**config.mk**
```make
export PLATFORM = sky130hd
export DESIGN_NAME = xor_rotate_decrypt_pattern_match
export DESIGN_NICKNAME = d
export VERILOG_FILES = /design/src/rtl/xrd_pkg.sv /design/src/rtl/xrd_cfg.sv /design/src/rtl/xrd_match.sv /design/src/rtl/xor_rotate_decrypt_pattern_match.sv
export VERILOG_INCLUDE_DIRS = /design/src /design/src/rtl
export SDC_FILE = /design/constraint.sdc
export NUM_CORES = 2
export LEC_CHECK = 0
export BUFFER_PORTS_ARGS = -buffer_cell sky130_fd_sc_hd__buf_2
export CAP_MARGIN = 20
export CELL_PAD_IN_SITES_DETAIL_PLACEMENT = 1
export CELL_PAD_IN_SITES_GLOBAL_PLACEMENT = 2
export CORE_UTILIZATION = 52
export DETAILED_ROUTE_END_ITERATION = 8
export GPL_TIMING_DRIVEN = 0
export PLACE_DENSITY = 0.8
export RECOVER_POWER = 100
export SETUP_SLACK_MARGIN = 0.02
export SKIP_LAST_GASP = 1
export SLEW_MARGIN = 5
export SYNTH_ARGS = -nofsm -noshare
export SYNTH_HDL_FRONTEND = slang
export SYNTH_SLANG_ARGS = --single-unit
```
**constraint.sdc**
```tcl
create_clock -name clk -period 32.7 [get_ports clk]
set_input_delay 4.905 -clock clk [delete_from_list [all_inputs] [get_ports clk]]
set_output_delay 4.905 -clock clk [all_outputs]
set_load 0.05 [all_outputs]
```
**src/rtl/xor_rotate_decrypt_pattern_match_defines.svh**
```systemverilog
// Assertion helpers shared by the RTL. The enclosing module must have clk and arst_n.
`ifndef XOR_ROTATE_DECRYPT_PATTERN_MATCH_DEFINES_SVH
`define XOR_ROTATE_DECRYPT_PATTERN_MATCH_DEFINES_SVH

// Same-cycle implication, checked out of reset.
`define XRD_ASSERT_NOW(lbl, ante, cons, msg) \
	lbl: assert property (@(posedge clk) disable iff (!arst_n) (ante) |-> (cons)) \
		else $error(msg);

// Next-cycle implication, checked out of reset.
`define XRD_ASSERT_NEXT(lbl, ante, cons, msg) \
	lbl: assert property (@(posedge clk) disable iff (!arst_n) (ante) |=> (cons)) \
		else $error(msg);

`endif

```
**src/rtl/xrd_pkg.sv**
```systemverilog
package xrd_pkg;

	localparam int PATTERN_MAX = 64;
	localparam int BYTE_W      = 8;
	localparam int ROT_W       = 3;
	localparam int LEN_W       = 7;
	localparam int PIDX_W      = 6;
	localparam int WIDE_W      = LEN_W + 1;
	localparam int IDX_W       = (PATTERN_MAX > 1) ? $clog2(PATTERN_MAX) : 1;
	localparam int CNT_W       = $clog2(PATTERN_MAX + 1);
	localparam int CFG_IDX_W   = 2;
	localparam int CFG_DATA_W  = 8;

	localparam logic [CFG_IDX_W-1:0] REG_XOR_KEY        = 2'd0;
	localparam logic [CFG_IDX_W-1:0] REG_ROTATION       = 2'd1;
	localparam logic [CFG_IDX_W-1:0] REG_PATTERN_LENGTH = 2'd2;

	localparam logic REQ_LOAD = 1'b0;
	localparam logic REQ_DATA = 1'b1;

	typedef logic [PATTERN_MAX-1:0][BYTE_W-1:0] pat_arr_t;

	typedef struct packed {
		logic              req_type;
		logic [BYTE_W-1:0] value;
		logic [PIDX_W-1:0] pattern_index;
		logic              last;
	} item_t;

	typedef struct packed {
		logic [BYTE_W-1:0] plain_byte;
		logic              match_here;
		logic              found;
		logic              message_done;
	} res_t;

	typedef struct packed {
		logic              en;
		logic [PIDX_W-1:0] idx;
		logic [BYTE_W-1:0] value;
	} load_t;

	function automatic logic [BYTE_W-1:0] rot_right(input logic [BYTE_W-1:0] b,
		input logic [ROT_W-1:0] r);
		logic [2*BYTE_W-1:0] dbl;
		dbl = {b, b} >> r;
		return dbl[BYTE_W-1:0];
	endfunction

	// 0 acts as 1, anything above PATTERN_MAX acts as PATTERN_MAX
	function automatic logic [CNT_W-1:0] eff_len(input logic [LEN_W-1:0] len);
		logic [WIDE_W-1:0] l;
		l = {1'b0, len};
		if (l == '0)
			l = WIDE_W'(1);
		if (l > WIDE_W'(PATTERN_MAX))
			l = WIDE_W'(PATTERN_MAX);
		return CNT_W'(l);
	endfunction

endpackage

```
**src/rtl/xrd_cfg.sv**
```systemverilog
`include "xor_rotate_decrypt_pattern_match_defines.svh"

module xrd_cfg (
	input  logic                              clk,
	input  logic                              arst_n,
	input  logic                              cfg_fire,
	input  logic [xrd_pkg::CFG_IDX_W-1:0]     cfg_index,
	input  logic [xrd_pkg::CFG_DATA_W-1:0]    cfg_data,
	input  xrd_pkg::load_t                    load,
	output logic [xrd_pkg::BYTE_W-1:0]        xor_key,
	output logic [xrd_pkg::ROT_W-1:0]         rotation,
	output logic [xrd_pkg::CNT_W-1:0]         len_eff,
	output xrd_pkg::pat_arr_t                 apat,
	output logic                              busy
);

	localparam logic [xrd_pkg::IDX_W-1:0] LAST_K = xrd_pkg::IDX_W'(xrd_pkg::PATTERN_MAX - 1);

	logic [xrd_pkg::BYTE_W-1:0] key_q;
	logic [xrd_pkg::ROT_W-1:0]  rot_q;
	logic [xrd_pkg::LEN_W-1:0]  plen_q;

	// pattern as loaded, by index
	logic [xrd_pkg::BYTE_W-1:0] pat_mem [xrd_pkg::PATTERN_MAX];
	// pattern reversed and aligned to the window: apat_q[k] = pattern[len-1-k]
	xrd_pkg::pat_arr_t          apat_q;

	logic                       sweep_q;
	logic [xrd_pkg::IDX_W-1:0]  k_q;
	logic                       wr_pend_s2;
	logic [xrd_pkg::IDX_W-1:0]  wr_k_s2;
	logic [xrd_pkg::BYTE_W-1:0] rd_s2;

	logic [xrd_pkg::IDX_W-1:0]  rd_addr;
	logic [xrd_pkg::WIDE_W-1:0] len_w;
	logic [xrd_pkg::WIDE_W-1:0] lidx_w;
	logic                       mem_ok;
	logic                       apat_hit;
	logic [xrd_pkg::IDX_W-1:0]  apat_pos;
	logic [xrd_pkg::IDX_W-1:0]  mem_pos;
	logic                       len_write;

	assign len_eff   = xrd_pkg::eff_len(plen_q);
	assign len_w     = xrd_pkg::WIDE_W'(len_eff);
	assign lidx_w    = xrd_pkg::WIDE_W'(load.idx);
	assign mem_ok    = lidx_w < xrd_pkg::WIDE_W'(xrd_pkg::PATTERN_MAX);
	assign apat_hit  = lidx_w < len_w;
	assign apat_pos  = xrd_pkg::IDX_W'(len_w - xrd_pkg::WIDE_W'(1) - lidx_w);
	assign mem_pos   = xrd_pkg::IDX_W'(lidx_w);
	assign rd_addr   = xrd_pkg::IDX_W'(len_w - xrd_pkg::WIDE_W'(1) - xrd_pkg::WIDE_W'(k_q));
	assign len_write = cfg_fire && (cfg_index == xrd_pkg::REG_PATTERN_LENGTH);

	assign xor_key  = key_q;
	assign rotation = rot_q;
	assign apat     = apat_q;
	assign busy     = sweep_q || wr_pend_s2;

	always_ff @(posedge clk) begin
		if (load.en && mem_ok)
			pat_mem[mem_pos] <= load.value;
		rd_s2 <= pat_mem[rd_addr];
	end

	always_ff @(posedge clk) begin
		if (wr_pend_s2)
			apat_q[wr_k_s2] <= rd_s2;
		else if (load.en && apat_hit)
			apat_q[apat_pos] <= load.value;
	end

	always_ff @(posedge clk or negedge arst_n) begin
		if (!arst_n) begin
			key_q      <= '0;
			rot_q      <= '0;
			plen_q     <= xrd_pkg::LEN_W'(1);
			sweep_q    <= 1'b0;
			k_q        <= '0;
			wr_pend_s2 <= 1'b0;
			wr_k_s2    <= '0;
		end else begin
			if (cfg_fire) begin
				case (cfg_index)
					xrd_pkg::REG_XOR_KEY:        key_q  <= cfg_data[xrd_pkg::BYTE_W-1:0];
					xrd_pkg::REG_ROTATION:       rot_q  <= cfg_data[xrd_pkg::ROT_W-1:0];
					xrd_pkg::REG_PATTERN_LENGTH: plen_q <= cfg_data[xrd_pkg::LEN_W-1:0];
					default: ;
				endcase
			end
			// new length: realign the pattern, one entry a cycle
			if (len_write) begin
				sweep_q <= 1'b1;
				k_q     <= '0;
			end else if (sweep_q) begin
				if (k_q == LAST_K)
					sweep_q <= 1'b0;
				k_q <= k_q + xrd_pkg::IDX_W'(1);
			end
			wr_pend_s2 <= sweep_q && !len_write;
			wr_k_s2    <= k_q;
		end
	end

	`XRD_ASSERT_NEXT(a_len_starts_sweep, len_write, sweep_q && (k_q == '0), "length write did not start realign")
	`XRD_ASSERT_NEXT(a_sweep_ends, sweep_q && (k_q == LAST_K) && !len_write, !sweep_q && wr_pend_s2, "realign did not finish after last entry")
	`XRD_ASSERT_NOW(a_no_load_in_sweep, busy, !load.en, "pattern load during realign")

endmodule

```
**src/rtl/xrd_match.sv**
```systemverilog
module xrd_match (
	input  logic                          clk,
	input  logic                          arst_n,
	input  logic                          fire,
	input  xrd_pkg::item_t                item,
	input  logic [xrd_pkg::BYTE_W-1:0]    xor_key,
	input  logic [xrd_pkg::ROT_W-1:0]     rotation,
	input  logic [xrd_pkg::CNT_W-1:0]     len_eff,
	input  xrd_pkg::pat_arr_t             apat,
	output xrd_pkg::res_t                 res
);

	xrd_pkg::pat_arr_t          window_q;
	logic [xrd_pkg::CNT_W-1:0]  seen_q;
	logic                       found_q;

	xrd_pkg::pat_arr_t          win_new;
	logic [xrd_pkg::BYTE_W-1:0] plain;
	logic [xrd_pkg::CNT_W-1:0]  seen_new;
	logic [xrd_pkg::PATTERN_MAX-1:0] pos_ok;
	logic                       is_data;
	logic                       match;
	logic                       found_new;

	assign is_data = item.req_type == xrd_pkg::REQ_DATA;
	assign plain   = xrd_pkg::rot_right(item.value ^ xor_key, rotation);
	assign seen_new = (seen_q < xrd_pkg::CNT_W'(xrd_pkg::PATTERN_MAX)) ?
		seen_q + xrd_pkg::CNT_W'(1) : seen_q;

	always_comb begin
		win_new[0] = plain;
		for (int k = 1; k < xrd_pkg::PATTERN_MAX; k++)
			win_new[k] = window_q[k-1];
	end

	// positions past the pattern length always pass
	always_comb begin
		for (int k = 0; k < xrd_pkg::PATTERN_MAX; k++)
			pos_ok[k] = (xrd_pkg::WIDE_W'(k) >= xrd_pkg::WIDE_W'(len_eff)) ||
				(win_new[k] == apat[k]);
	end

	assign match     = (&pos_ok) && (seen_new >= len_eff);
	assign found_new = found_q || match;

	always_comb begin
		if (is_data) begin
			res.plain_byte   = plain;
			res.match_here   = match;
			res.found        = found_new;
			res.message_done = item.last;
		end else begin
			res = '0;
		end
	end

	always_ff @(posedge clk) begin
		if (fire && is_data)
			window_q <= win_new;
	end

	always_ff @(posedge clk or negedge arst_n) begin
		if (!arst_n) begin
			seen_q  <= '0;
			found_q <= 1'b0;
		end else if (fire && is_data) begin
			seen_q  <= item.last ? '0 : seen_new;
			found_q <= item.last ? 1'b0 : found_new;
		end
	end

endmodule

```
**src/rtl/xor_rotate_decrypt_pattern_match.sv**
```systemverilog
// Channel | Direction | Handshake           | Content
// in      | sink      | in_valid/in_ready   | req_type, value, pattern_index, last
// out     | source    | out_valid/out_ready | plain_byte, match_here, found, message_done
// cfg     | sink      | cfg_valid/cfg_ready | cfg_index, cfg_data (always ready)
//
// One item per cycle unless stalled; path: input register, then result register.
// The window compare of all pattern positions against the shifted window sets the cycle.
// A pattern_length write realigns every stored pattern entry; in is held off until it is done.
// Reset sets length 1, clears other config, counters and found; pattern undefined until loaded.
// A stalled output holds one result and one more item in the input register.
`include "xor_rotate_decrypt_pattern_match_defines.svh"

module xor_rotate_decrypt_pattern_match (
	input  logic                           clk,
	input  logic                           arst_n,
	input  logic                           in_valid,
	output logic                           in_ready,
	input  logic                           req_type,
	input  logic [xrd_pkg::BYTE_W-1:0]     value,
	input  logic [xrd_pkg::PIDX_W-1:0]     pattern_index,
	input  logic                           last,
	output logic                           out_valid,
	input  logic                           out_ready,
	output logic [xrd_pkg::BYTE_W-1:0]     plain_byte,
	output logic                           match_here,
	output logic                           found,
	output logic                           message_done,
	input  logic                           cfg_valid,
	output logic                           cfg_ready,
	input  logic [xrd_pkg::CFG_IDX_W-1:0]  cfg_index,
	input  logic [xrd_pkg::CFG_DATA_W-1:0] cfg_data
);

	xrd_pkg::item_t             item_s1;
	logic                       valid_s1;
	xrd_pkg::res_t              res_q;
	logic                       out_valid_q;

	xrd_pkg::res_t              res;
	xrd_pkg::load_t             load;
	xrd_pkg::pat_arr_t          apat;
	logic [xrd_pkg::BYTE_W-1:0] xor_key;
	logic [xrd_pkg::ROT_W-1:0]  rotation;
	logic [xrd_pkg::CNT_W-1:0]  len_eff;
	logic                       busy;
	logic                       advance;
	logic                       fire2;
	logic                       in_fire;

	assign advance   = !out_valid_q || out_ready;
	assign fire2     = valid_s1 && advance;
	assign in_ready  = (!valid_s1 || advance) && !busy;
	assign in_fire   = in_valid && in_ready;
	assign cfg_ready = 1'b1;

	assign load.en    = fire2 && (item_s1.req_type == xrd_pkg::REQ_LOAD);
	assign load.idx   = item_s1.pattern_index;
	assign load.value = item_s1.value;

	xrd_cfg u_cfg (
		.clk       (clk),
		.arst_n    (arst_n),
		.cfg_fire  (cfg_valid && cfg_ready),
		.cfg_index (cfg_index),
		.cfg_data  (cfg_data),
		.load      (load),
		.xor_key   (xor_key),
		.rotation  (rotation),
		.len_eff   (len_eff),
		.apat      (apat),
		.busy      (busy)
	);

	xrd_match u_match (
		.clk      (clk),
		.arst_n   (arst_n),
		.fire     (fire2),
		.item     (item_s1),
		.xor_key  (xor_key),
		.rotation (rotation),
		.len_eff  (len_eff),
		.apat     (apat),
		.res      (res)
	);

	always_ff @(posedge clk) begin
		if (in_fire) begin
			item_s1.req_type      <= req_type;
			item_s1.value         <= value;
			item_s1.pattern_index <= pattern_index;
			item_s1.last          <= last;
		end
		if (fire2)
			res_q <= res;
	end

	always_ff @(posedge clk or negedge arst_n) begin
		if (!arst_n) begin
			valid_s1    <= 1'b0;
			out_valid_q <= 1'b0;
		end else begin
			if (in_fire)
				valid_s1 <= 1'b1;
			else if (advance)
				valid_s1 <= 1'b0;
			if (advance)
				out_valid_q <= valid_s1;
		end
	end

	assign out_valid    = out_valid_q;
	assign plain_byte   = res_q.plain_byte;
	assign match_here   = res_q.match_here;
	assign found        = res_q.found;
	assign message_done = res_q.message_done;

	`XRD_ASSERT_NEXT(a_in_to_s1, in_fire, valid_s1, "accepted item missing from input register")
	`XRD_ASSERT_NEXT(a_s1_holds, valid_s1 && !advance, valid_s1 && $stable(item_s1), "stalled item lost")
	`XRD_ASSERT_NOW(a_match_found, out_valid && match_here, found, "match without found flag")

endmodule

```
==> results.txt <==
----------------------------------------------------
[Run status]
  Status ... finished, violations left
  Failing checks ... max-capacitance violations, max-slew violations

[Worst setup path]
  Critical path buffers and inverters ... 6
  Slowest stage delay, CP ... 5.25 ns
  Kind of critical path ... in2reg
  Maximum fanout along the worst path ... 129
  Cell type group with the largest total delay on the critical path ... buffers and inverters
  Slowest library cell on the worst path ... sky130_fd_sc_hd__clkbuf_1
  Data required time of the critical path ... 32.91 ns
  Cell-by-cell listing of the critical path ... clkbuf_1, inv_1, nand2_1, nand2_1, inv_1, nand2_1, clkinvlp_2, clkbuf_1, clkbuf_1
  Startpoint class of the critical path ... primary input
  Capturing element type of the critical path ... flop
  Crit path arrival time ... 17.82 ns

[Synth]
  Post-synthesis share of cell area spent on full adders, half adders and majority gates ... 0.005952
  Warnings, synthesis ... 0
  Mux cell area share after synthesis ... 0.06208
  Synthesized netlist cell count ... 3908
  Post-synthesis async set-or-reset flop share ... 0.02617
  Netlist area before placement ... 65580 µm²
  Net count of the mapped netlist ... 3969
  EDFF count, synth ... 1555
  Largest family of logic cells by synthesized area ... XOR/XNOR gates
  Area fraction in compound gates after synthesis ... 0.07076
  Post-synthesis sequential area ratio ... 0.7305
  Average cell area after synthesis ... 16.78 µm²
  Number of register bits inferred by synthesis ... 1605
  Area share of and/or/nand/nor cells after synthesis ... 0.04472
  Post-synthesis cell type count ... 78
  Post-Synth XOR/XNOR Area ... 0.07277
  Most used flip-flop cell after synthesis ... sky130_fd_sc_hd__edfxtp_1

[Floorplanning]
  Total die area ... 127500 µm²
  Height of the die ... 357.1 µm
  Total core area ... 124400 µm²
  Initial Util ... 0.5270
  Floorplan die width ... 357.1 µm
  Total number of placement rows ... 129
  Ports placed on the boundary ... 45

[Detailed routing]
  Number of detailed-routing iterations run before antenna repair ... 6
  Initial DRC count ... 5062
  M1 WL ... 79440 µm
  Via density per instance ... 6.688
  Post-route DRC ... 0
  Met2 Wirelength ... 100800 µm
  Final wirelength ... 211200 µm
  Wire length per cell after detailed routing ... 35.42 µm
  Via count ... 39873
  Number of nets with antenna violations after detailed routing ... 0
  Highest routed layer ... met5
  Wire length on met3 ... 20510 µm

[Cells and area]
  Fraction of layout instances using a drive strength above 1 ... 0.1167
  Post-route design area ... 73630 µm²
  Finished Layout Cells ... 5962
  Most common library cell in the layout ignoring fill and taps ... sky130_fd_sc_hd__edfxtp_1
  Area growth from synthesis to final layout ... 12.27%
  Top library cells by usage in the layout, fill and taps aside ... 1555 x sky130_fd_sc_hd__edfxtp_1, 594 x sky130_fd_sc_hd__o22ai_1, 349 x sky130_fd_sc_hd__xnor2_1
  Number of nets at the end of the flow ... 4245

[Timing]
  Least-Margin Pin Slew ... 7.061 ns
  Setup repair after global routing missed its margin ... no
  Final Hold Violating Endpoints ... 0
  Max frequency ... 0.05679 GHz
  Headroom to the max-slew limit ... -3.707
  Final Slew Violations ... 598
  Time the final worst path needs with I/O delays and setup ... 17.61 ns
  Number of endpoints failing setup at the final stage ... 0
  Setup TNS ... 0 ns
  Final period util ... 0.5385
  Setup skew after layout ... 0.02845 ns

[Global routing]
  Wire length of the first global-routing pass ... 296400 µm
  Via count of the first global-routing pass ... 40136
  Number of antenna violations at the first check in global routing ... 9
  Global-route usage over all layers ... 0.3333
  Maximum number of pins on one net before global-route repair ... 130
  Final global-route overflow total ... 0

[Clock network]
  Maximum level of the CTS H-tree ... 4
  Clock tree from TritonCTS ... built
  Clock slew at reported path FFs ... 0.06 ns
  CTS root buf ... sky130_fd_sc_hd__clkbuf_16
  Post-cts gate resize count ... 0
  Number of buffers on the longest clock path ... 3
  Hold buffer count at CTS ... 0
  # clock sinks ... 1605
  Total clock buffers created by CTS ... 166
  Setup repair bufs after CTS ... 0
  Later-pin clock latency in the skew report ... 0.83 ns

[Place]
  Sum of net half-perimeters after detailed placement ... 147300 µm
  Placed instance area ... 69110 µm²
  Input/output buffers ... 43
  Final weighted congestion in routability-driven placement ... 0.9931
  Number of placed cells counting well taps ... 5649

[Pwr]
  Maximum ir drop on the vdd rail ... 0.06751 mV
  Overall power of the completed layout ... 5.812 mW
  Total leakage power ... 21.68 nW
  Cell Pwr Density ... 78.93 nW/µm²

[Hold path]
  Class of the worst hold path ... reg2reg

[Run]
  Number of maximum-capacitance constraint violations ... 11

----------------------------------------------------
registers in the layout, summed over array words and instances, names as in the netlist, 3 cells and up:
| register | cells |
|---|---|
| u_cfg.rd_s2 | 8 |
| u_match.seen_q | 7 |
| u_cfg.k_q | 6 |
| u_cfg.xor_key | 8 |
| u_cfg.wr_k_s2 | 6 |
| u_cfg.apat | 512 |
| u_cfg.pat_mem | 512 |
| plain_byte | 8 |
| u_cfg.plen_q | 7 |
| u_cfg.rotation | 3 |
| item_s1 | 16 |
| u_match.win_new | 504 |
cells in the mapped netlist, types with 3 or more instances:
library cell               number  area, µm²
sky130_fd_sc_hd__a211oi_1      10      75.07
sky130_fd_sc_hd__a21o_1         8      60.06
sky130_fd_sc_hd__a21oi_1       41      205.2
sky130_fd_sc_hd__a22o_1         6      52.55
sky130_fd_sc_hd__a22oi_1        5      37.54
sky130_fd_sc_hd__a311oi_1       4      35.03
sky130_fd_sc_hd__a31oi_1        3      18.77
sky130_fd_sc_hd__and2_1        15      93.84
sky130_fd_sc_hd__and3_1         4      25.02
sky130_fd_sc_hd__and3b_1        4      35.03
sky130_fd_sc_hd__buf_1         16      60.06
sky130_fd_sc_hd__buf_2         15      75.07
sky130_fd_sc_hd__clkbuf_1     148      555.5
sky130_fd_sc_hd__clkbuf_8       3      41.29
sky130_fd_sc_hd__dfrtp_1       41       1026
sky130_fd_sc_hd__dfxtp_1        8      160.2
sky130_fd_sc_hd__edfxtp_1    1555      46690
sky130_fd_sc_hd__ha_1          28      350.3
sky130_fd_sc_hd__inv_1         21      78.83
sky130_fd_sc_hd__mux2_2        12      135.1
sky130_fd_sc_hd__mux2i_1       22      220.2
sky130_fd_sc_hd__mux4_2       165       3716
sky130_fd_sc_hd__nand2_1      179      671.9
sky130_fd_sc_hd__nand2_2       24      150.1
sky130_fd_sc_hd__nand2b_1      15      93.84
sky130_fd_sc_hd__nand3_1       19      95.09
sky130_fd_sc_hd__nand3b_1       5      37.54
sky130_fd_sc_hd__nand4_1       91      569.3
sky130_fd_sc_hd__nor2_1       111      416.7
sky130_fd_sc_hd__nor2_2         3      18.77
sky130_fd_sc_hd__nor2b_1       17      106.4
sky130_fd_sc_hd__nor3_1        16      80.08
sky130_fd_sc_hd__nor3b_1        8      60.06
sky130_fd_sc_hd__nor4_1        50      312.8
sky130_fd_sc_hd__o21a_1         4      30.03
sky130_fd_sc_hd__o21ai_0       36      180.2
sky130_fd_sc_hd__o22ai_1      594       3716
sky130_fd_sc_hd__o31ai_1        4      30.03
sky130_fd_sc_hd__or3_1          8      50.05
sky130_fd_sc_hd__or4_1          3      22.52
sky130_fd_sc_hd__xnor2_1      349       3057
sky130_fd_sc_hd__xor2_1       194       1699
through the flow:
stage / hold WS (ns) / setup slack [ns] / utilization
after global placement: 0.4210 / 11.25 / 0.5452
after global routing: 0.4462 / 14.15 / 0.5916
after CTS: 0.4417 / 21.56 / 0.5979
final: 0.4474 / 15.09 / 0.5917
after detailed placement: 0.4227 / 21.60 / 0.5554
after floorplan: 0.3940 / 16.57 / -
power by group:
part	switching [mW]	leakage, nW	internal [mW]
combinational	1.04	5.10	0.593
clock	0.820	2.58	1.05
sequential	0.0269	14.0	2.28
layer usage:
layer | vias to the layer above | global-route usage
met5 | - | 0
met3 | 504 | 0.07658
li1 | 16238 | -
met1 | 20785 | 0.4347
met2 | 2344 | 0.5325
met4 | 2 | 0.1581
final timing paths:
kind	startpoint	to	slack [ns]	cells past startpoint
setup / recovery	out_ready	u_match.win_new[351]	15.09	9
hold / removal	u_cfg.k_q[2]	u_cfg.wr_k_s2[2]	0.45	0
setup reg to reg	out_valid	u_match.win_new[351]	19.08	7
hold reg to reg	u_cfg.k_q[2]	u_cfg.wr_k_s2[2]	0.45	0
max in group asynchronous	arst_n	u_cfg.plen_q[3]	26.27	2
min in group asynchronous	arst_n	u_cfg.rotation[0]	4.22	1
area by class of cell:
class / count / area (µm²)
clock buffers: 208 / 4353
clock inverters: 96 / 935.9
flip-flops and latches: 1605 / 47910
plain buffers: 187 / 780.7
fillers: 11039 / 50810
inverters: 23 / 87.58
well taps: 1637 / 2048
repair buffers: 108 / 740.7
diodes: 5 / 12.51
multi-input cells: 2093 / 16760
kinds of logic after synthesis:
| kind of cell | Yosys count |
|---|---|
| buf+inv | 210 |
| compound gates | 737 |
| other cells | 1 |
| flops | 1605 |
| mux | 199 |
| simple gates | 582 |
| xor+xnor | 544 |
| fa+ha+maj | 30 |
Power figures use the tool's default switching activity.
